`src/hdl/bma_pkg.sv`:
```
// Shared codes, widths and handshake structs for the block map allocator.
// Depends on nothing; imported by bma_div and block_map_allocator.
`default_nettype none

package bma_pkg;

  localparam int ADDR_W   = 32;
  localparam int BYTES_W  = 16;
  localparam int OP_W     = 2;
  localparam int STATUS_W = 2;
  localparam int FREE_W   = 11;

  // Operation codes
  localparam logic [OP_W-1:0] OP_ALLOC   = 2'd0;
  localparam logic [OP_W-1:0] OP_RELEASE = 2'd1;
  localparam logic [OP_W-1:0] OP_INIT    = 2'd2;

  // Result status codes
  localparam logic [STATUS_W-1:0] ST_OK   = 2'd0;
  localparam logic [STATUS_W-1:0] ST_FAIL = 2'd1;
  localparam logic [STATUS_W-1:0] ST_NULL = 2'd2;

  // Divider request and response
  typedef struct packed {
    logic              start;
    logic [ADDR_W-1:0] dividend;
  } div_req_t;

  typedef struct packed {
    logic              done;
    logic [ADDR_W-1:0] quotient;
  } div_rsp_t;

endpackage

`default_nettype wire

```
`src/hdl/bma_div.sv`:
```
// Divider by a constant through a reciprocal multiply; start is registered into pend, then done.
// Depends on bma_pkg; instantiated by block_map_allocator.
`default_nettype none

module bma_div
  import bma_pkg::*;
#(
  parameter int DIVISOR = 32,
  parameter int DVD_W   = 17
) (
  input  wire logic     clk_i,
  input  wire logic     rst_ni,
  input  wire div_req_t req_i,
  output div_rsp_t      rsp_o
);

  // floor(x / DIVISOR) = (x * RECIP) >> SHIFT for every x below 2**DVD_W
  localparam int SHIFT = DVD_W + $clog2(DIVISOR);
  localparam int RCP_W = DVD_W + 2;
  localparam int PRD_W = DVD_W + RCP_W;
  localparam logic [RCP_W-1:0] RECIP = RCP_W'(((64'd1 << SHIFT) / DIVISOR) + 64'd1);

  logic             pend_q;
  logic             done_q;
  logic [DVD_W-1:0] dvd_q;
  logic [PRD_W-1:0] prod_q, prod_d;

  assign prod_d = PRD_W'(dvd_q) * PRD_W'(RECIP);

  // Advance start through the dividend and product stages
  always_ff @(posedge clk_i or negedge rst_ni) begin
    if (!rst_ni) begin
      pend_q <= 1'b0;
      done_q <= 1'b0;
    end else begin
      pend_q <= req_i.start;
      done_q <= pend_q;
    end
  end

  // Capture the dividend, then the scaled product
  always_ff @(posedge clk_i) begin
    if (req_i.start) begin
      dvd_q <= req_i.dividend[DVD_W-1:0];
    end
    if (pend_q) begin
      prod_q <= prod_d;
    end
  end

  assign rsp_o.done     = done_q;
  assign rsp_o.quotient = ADDR_W'(prod_q[PRD_W-1:SHIFT]);

endmodule

`default_nettype wire

```
`config.mk`:
```
export PLATFORM = sky130hd
export DESIGN_NAME = bma_div
export DESIGN_NICKNAME = d
export VERILOG_FILES = /design/src/hdl/bma_pkg.sv /design/src/hdl/bma_div.sv
export SDC_FILE = /design/constraint.sdc
export NUM_CORES = 1
export LEC_CHECK = 0
export ABC_AREA = 1
export BUFFER_PORTS_ARGS = -buffer_cell sky130_fd_sc_hd__buf_2
export CORE_UTILIZATION = 25
export CTS_CLUSTER_SIZE = 8
export DETAILED_ROUTE_END_ITERATION = 7
export GPL_TIMING_DRIVEN = 0
export RECOVER_POWER = 100
export SETUP_SLACK_MARGIN = 0.3
export SLEW_MARGIN = 5
export SYNTH_ARGS = -nofsm -noshare
export SYNTH_HDL_FRONTEND = slang
export SYNTH_SLANG_ARGS = --single-unit
```
`constraint.sdc`:
```
create_clock -name clk_i -period 0.8 [get_ports clk_i]
set_input_delay 0.04 -clock clk_i [delete_from_list [all_inputs] [get_ports clk_i]]
set_output_delay 0.04 -clock clk_i [all_outputs]
set_load 0.02 [all_outputs]
```
# --- Word-level counts from Yosys, hierarchy flattened ---
# Index checks and enable logic that the tools add are counted.
classes:
  multipliers: 1
op_table:
  columns: ["op", "n"]
  rows:
  - ["multiplier 17 x 18 -> 35 bit, second input constant", 1]
totals:
  regBits: 54
  in_bits: 35
  output_inout_bits: 33
  elab_cells: 5

# --- Longest topological paths before layout ---
# Gate-level depths: netlist of run 1.
depth:
  ltp_word: 1
  mapped_depth: 1

# --- Worst setup path after synthesis of run 1 ---
# OpenSTA, ideal clock, no wires.
synth_path:
  kind: "register to register"
  start: "register pend_q"
  end: "register prod_q[22], enable pin"
  setup_time_ns: 0.350
  arrival_time_ns: 0.544
  t_required_ns: 0.450
  slack_ns: -0.094
  path_stages_with_launch: 1
  cell_sequence: "dfrtp_1"
synth_lines:
  columns: ["item", "line", "text"]
  rows:
  - ["from (decl)", "bma_div.sv:23", "logic pend_q;"]
  - ["from (signal assigned)", "bma_div.sv:36", "pend_q <= req_i.start;"]
  - ["to (signal assigned)", "bma_div.sv:47", "prod_q <= prod_d;"]
  - ["to (decl)", "bma_div.sv:26", "logic [PRD_W-1:0] prod_q, prod_d;"]
# No word-level cell between the ends.

# --- Final worst setup path of run 1 ---
layout_path:
  start: "register done_q"
  end: "output port rsp_o[32] (netlist bit)"
layout_lines:
  columns: ["item", "line", "text"]
  rows:
  - ["from (decl)", "bma_div.sv:24", "logic done_q;"]
  - ["from (signal assigned)", "bma_div.sv:37", "done_q <= pend_q;"]
  - ["to (decl)", "bma_div.sv:14", "output div_rsp_t rsp_o"]
# No word-level cell between the ends.

==> out/qor.csv, run 1 <==
metric,value,unit
outcome,"finished, violations left",
failing checks,"hold timing, setup timing",
antenna fix cells,0,
total CTS buffers,3,
Sink Count,26,
initial detailed-routing violation count,5,
CTS max path bufs,2,
Leak Pwr,0.588,nW
min Tclk post-route,0.904,ns
# IOs,68,
crit start category,register,
hold buffer count at CTS,1,
"flops & latches, synth",26,
fmax,1110,MHz
Avg Inst Size Synth,19.4,sq um
worst-skew pair later-pin latency,0.26,ns
Starting Density,0.271,
Slew @ Worst Pin,0.626,ns
Layout area overhead,40.3,%
Critical R2R Capture,prod_q[23],
Die Y-Extent,63.1,um
drt drc,0,
Post-Syn Instances,48,
CP max stage cell,dfrtp_1,
layout cells sized above 1,0.515,
total wire length,1190,um
CTS root buffer,clkbuf_8,
Worst Path Arrival,0.86,ns
hold worst-path end,dvd_q[7],
Worst path most repeated cell,buf_6,
die width,63.1,um
RSZ-0062 raised after global routing,true,
clock transition at the registers of the reported paths,0.08,ns
required time of the worst setup path,0.76,ns
GR Util All Layers,0.0719,
hold crit path type,in2reg,
routed len/inst,8.10,um
largest net degree at the start of global routing,15,
synth warn,0,
final non-filler cell total,147,
Setup Skew,0.00211,ns
"CP delay by family, top",flip-flops,
"Slew Viols, Final",0,
CP Cell Sequence,buf_6 -> buf_6,
Pwr per Cell Area,2090,nW/um^2
synthesized area,932,sq um
"commonest non-fill, non-tap cells in the layout","edfxtp_1 (24), buf_4 (20), conb_1 (20)",
fin nets,137,
core area,3440,sq um
fillers,324,
Max Cap Viol,0,
mean number of vias per cell,3.10,
H-tree Lvls,1,
worst hold start,req_i[7],
"Seq/Total Area, Yosys",0.827,
critical path's largest stage delay,0.38,ns
vias in the first global route,417,
Reg area,772,sq um
crit-path max FO,1,
synth unique cells,4,
worst IR drop on VDD,0.701,mV
detailed placer's ending HPWL,907,um
origin of the critical flop-to-flop path,pend_q,
first-pass GRT wire length,1990,um
via count,455,
Final Cell Area,1310,sq um
Die ar.,3980,sq um
CTS tree,built,
hold slack,-0.0514,ns
Relative slew margins,0.582,
site row count,21,
Worst Setup End Kind,output pin,
Setup WS pre-CTS,-0.0254,ns
"commonest non-fill, non-tap cell in the layout",edfxtp_1,
reg2reg path depth,1,
port buffer count,27,
Cells after DPL,140,
final hold viol count,12,
r2r setup slk,-0.04,ns
placed cell area,1200,sq um
area of the multi-input gates,75.1,sq um
CP Class,reg2out,
gr ovfl total,0,
routability cong.,0.608,
post-route ant nets,0,
# setup viols final,18,
hold depth,1,
drt pass-1 iters,4,
final worst setup slack,-0.104,ns
antenna violations before repair,0,
period utilisation layout,1.13,
WP buf/inv,2,
-- synthesized netlist by cell type --
cell / count / area, sq um
dfrtp_1: 2 / 50.1
edfxtp_1: 24 / 721
buf_4: 21 / 158
conb_1: 1 / 3.75
-- state kept, by name, summed over array words and instances (netlist names) --
| register | cells |
|---|---|
| done_q | 1 |
| dvd_q | 12 |
| pend_q | 1 |
| prod_q | 12 |
-- routing by layer --
metal / part of all wire / vias to the layer above / wire length, um / track usage
met2: 0.55 / 32 / 657 / 0.132
met5: 0 / - / 0 / 0
met4: 0.036 / 0 / 43 / 0.0698
met1: 0.30 / 187 / 362 / 0.0570
li1: - / 232 / - / -
met3: 0.11 / 4 / 128 / 0.0254
-- timing repair --
item | 4_1_cts | 5_1_grt
resized for setup | 5 | 10
endpoints found under the hold margin | 14 | 12
setup buffers | 2 | 0
gates cloned | 0 | 0
endpoints found under the setup margin | 38 | 38
-- report_power, final --
group	switching (mW)	internal [mW]	total [mW]
Clock	0.348	0.343	0.690
Combinational	0.224	0.169	0.394
Sequential	0.0298	1.61	1.64
-- final cells by class --
type	count	area share
buffer	21	0.123
multi-input combinational	20	0.0574
timing repair buffer	30	0.150
sequential	26	0.590
clock inverter	1	0.00287
clock buffer	3	0.0316
tap	46	0.0440
-- through the flow --
step	setup TNS, ns	utilization	hold WS (ns)	power (mW)
floorplan	0	-	-0.256	1.92
global placement	-0.184	0.349	-0.173	2.01
detailed placement	-0.303	0.349	-0.170	2.02
CTS	-0.470	0.373	-0.0571	2.72
global route	-1.32	0.380	-0.0649	2.84
finish	-0.572	0.380	-0.0514	2.73
-- cells by family after synthesis --
| kind of cell | count (synthesis) | synth area share |
|---|---|---|
| other | 1 | 0.00402 |
| buffers and inverters | 21 | 0.169 |
| flip-flops | 26 | 0.827 |
-- worst max-delay path by stage --
stage	from	slack [ns]	end	cells past startpoint
5_1_grt	done_q	-0.13	rsp_o[32]	2
3_5_place_dp	pend_q	-0.03	prod_q[25]	0
4_1_cts	done_q	-0.11	rsp_o[32]	2
3_3_place_gp	pend_q	-0.02	prod_q[28]	0
2_1_floorplan	pend_q	0.02	prod_q[22]	0
6_report	done_q	-0.10	rsp_o[32]	2
No activity file was read; power rests on OpenSTA's default activity.
==> run 2: changes to the inputs <==
--- a/config.mk
+++ b/config.mk
@@ -7,6 +7,7 @@
 export LEC_CHECK = 0
 export ABC_AREA = 1
 export BUFFER_PORTS_ARGS = -buffer_cell sky130_fd_sc_hd__buf_2
+export CORE_ASPECT_RATIO = 2
 export CORE_UTILIZATION = 25
 export CTS_CLUSTER_SIZE = 8
 export DETAILED_ROUTE_END_ITERATION = 7
==> out/qor.csv, run 2 (synthesized netlist as in run 1, its figures left out) <==
metric,value,unit
outcome,"finished, violations left",
failing checks,"hold timing, setup timing",
"commonest non-fill, non-tap cell in the layout",edfxtp_1,
routability cong.,0.581,
Layout area overhead,43.5,%
final worst setup slack,-0.105,ns
Largest regs,"dvd_q (12), prod_q (12)",
largest net degree at the start of global routing,16,
core area,3610,sq um
site row count,31,
Worst Setup End Kind,output pin,
antenna fix cells,0,
# setup viols final,18,
Worst Path Arrival,0.87,ns
"commonest non-fill, non-tap cells in the layout","edfxtp_1 (24), buf_4 (20), conb_1 (20)",
Max Cap Viol,0,
final setup TNS,-0.632,ns
"CP delay by family, top",flip-flops,
Die Y-Extent,88.4,um
"Slew Viols, Final",0,
worst-skew pair later-pin latency,0.26,ns
# IOs,68,
CP Cell Sequence,buf_6 -> buf_6,
drt pass-1 iters,2,
Die ar.,3990,sq um
final hold viol count,12,
Cells after DPL,143,
Worst Setup SP,done_q,
initial detailed-routing violation count,1,
Pwr Total,3.07,mW
min Tclk post-route,0.905,ns
clock transition at the registers of the reported paths,0.08,ns
Finished Core Util,0.371,
Starting Density,0.258,
CTS max path bufs,2,
required time of the worst setup path,0.76,ns
hold buffer count at CTS,1,
drt drc,0,
CP max stage cell,dfrtp_1,
CP Class,reg2out,
worst hold start,req_i[11],
WP buf/inv,2,
fmax,1100,MHz
placed cell area,1200,sq um
Pwr per Cell Area,2300,nW/um^2
crit start category,register,
layout cells sized above 1,0.525,
hold crit path type,in2reg,
worst IR drop on VDD,1.52,mV
GR Util All Layers,0.0588,
total wire length,1130,um
final non-filler cell total,150,
Setup Skew,0.00424,ns
Sink Count,26,
crit-path max FO,1,
CTS root buffer,clkbuf_8,
period utilisation layout,1.13,
total CTS buffers,3,
mean number of vias per cell,3.07,
via count,460,
RSZ-0062 raised after global routing,true,
fin nets,137,
gr ovfl total,0,
Leak Pwr,0.601,nW
"logic depth of the worst path, buffers included",2,
routed len/inst,7.51,um
H-tree Lvls,1,
die width,45.2,um
CTS tree,built,
Setup WS pre-CTS,-0.0435,ns
hold depth,1,
critical path's largest stage delay,0.38,ns
reg2reg path depth,1,
Final Cell Area,1340,sq um
hold slack,-0.0536,ns
origin of the critical flop-to-flop path,pend_q,
Slew @ Worst Pin,0.678,ns
Worst path most repeated cell,buf_6,
post-route ant nets,0,
Relative slew margins,0.548,
port buffer count,27,
antenna violations before repair,0,
first-pass GRT wire length,1660,um
vias in the first global route,382,
## run 2: timing repair
item	4_1_cts	5_1_grt
buffers inserted	2	0
hold endpoints to repair	14	12
setup endpoints to repair	38	38
resized for setup	5	10
cloned	0	0
## run 2: area by class of cell
class | count | area, sq um
Buffer | 21 | 161
Clock buffer | 3 | 41.3
Clock inverter | 1 | 30.0
Fill cell | 358 | 2270
Multi-Input combinational cell | 20 | 75.1
Sequential cell | 26 | 772
Tap cell | 49 | 61.3
Timing Repair Buffer | 30 | 196
## run 2: final timing paths
check,endpoint,slack [ns]
max in group asynchronous,pend_q,0.57
worst max register to register,prod_q[31],-0.04
worst max-delay path,rsp_o[32],-0.11
worst min-delay path,dvd_q[11],-0.05
worst min register to register,prod_q[26],0.42
min in group asynchronous,done_q,0.09
## run 2: power by group
| group | leakage, nW | internal (mW) | switching [mW] |
|---|---|---|---|
| Combinational | 0.308 | 0.169 | 0.222 |
| Clock | 0.0357 | 0.668 | 0.372 |
| Sequential | 0.257 | 1.61 | 0.0317 |
## run 2: layer usage
layer	vias to the layer above	share of wire	track usage
met5	-	0	0
met4	0	0.012	0.0413
met2	33	0.54	0.100
met1	192	0.35	0.0612
li1	233	-	-
met3	2	0.090	0.0122
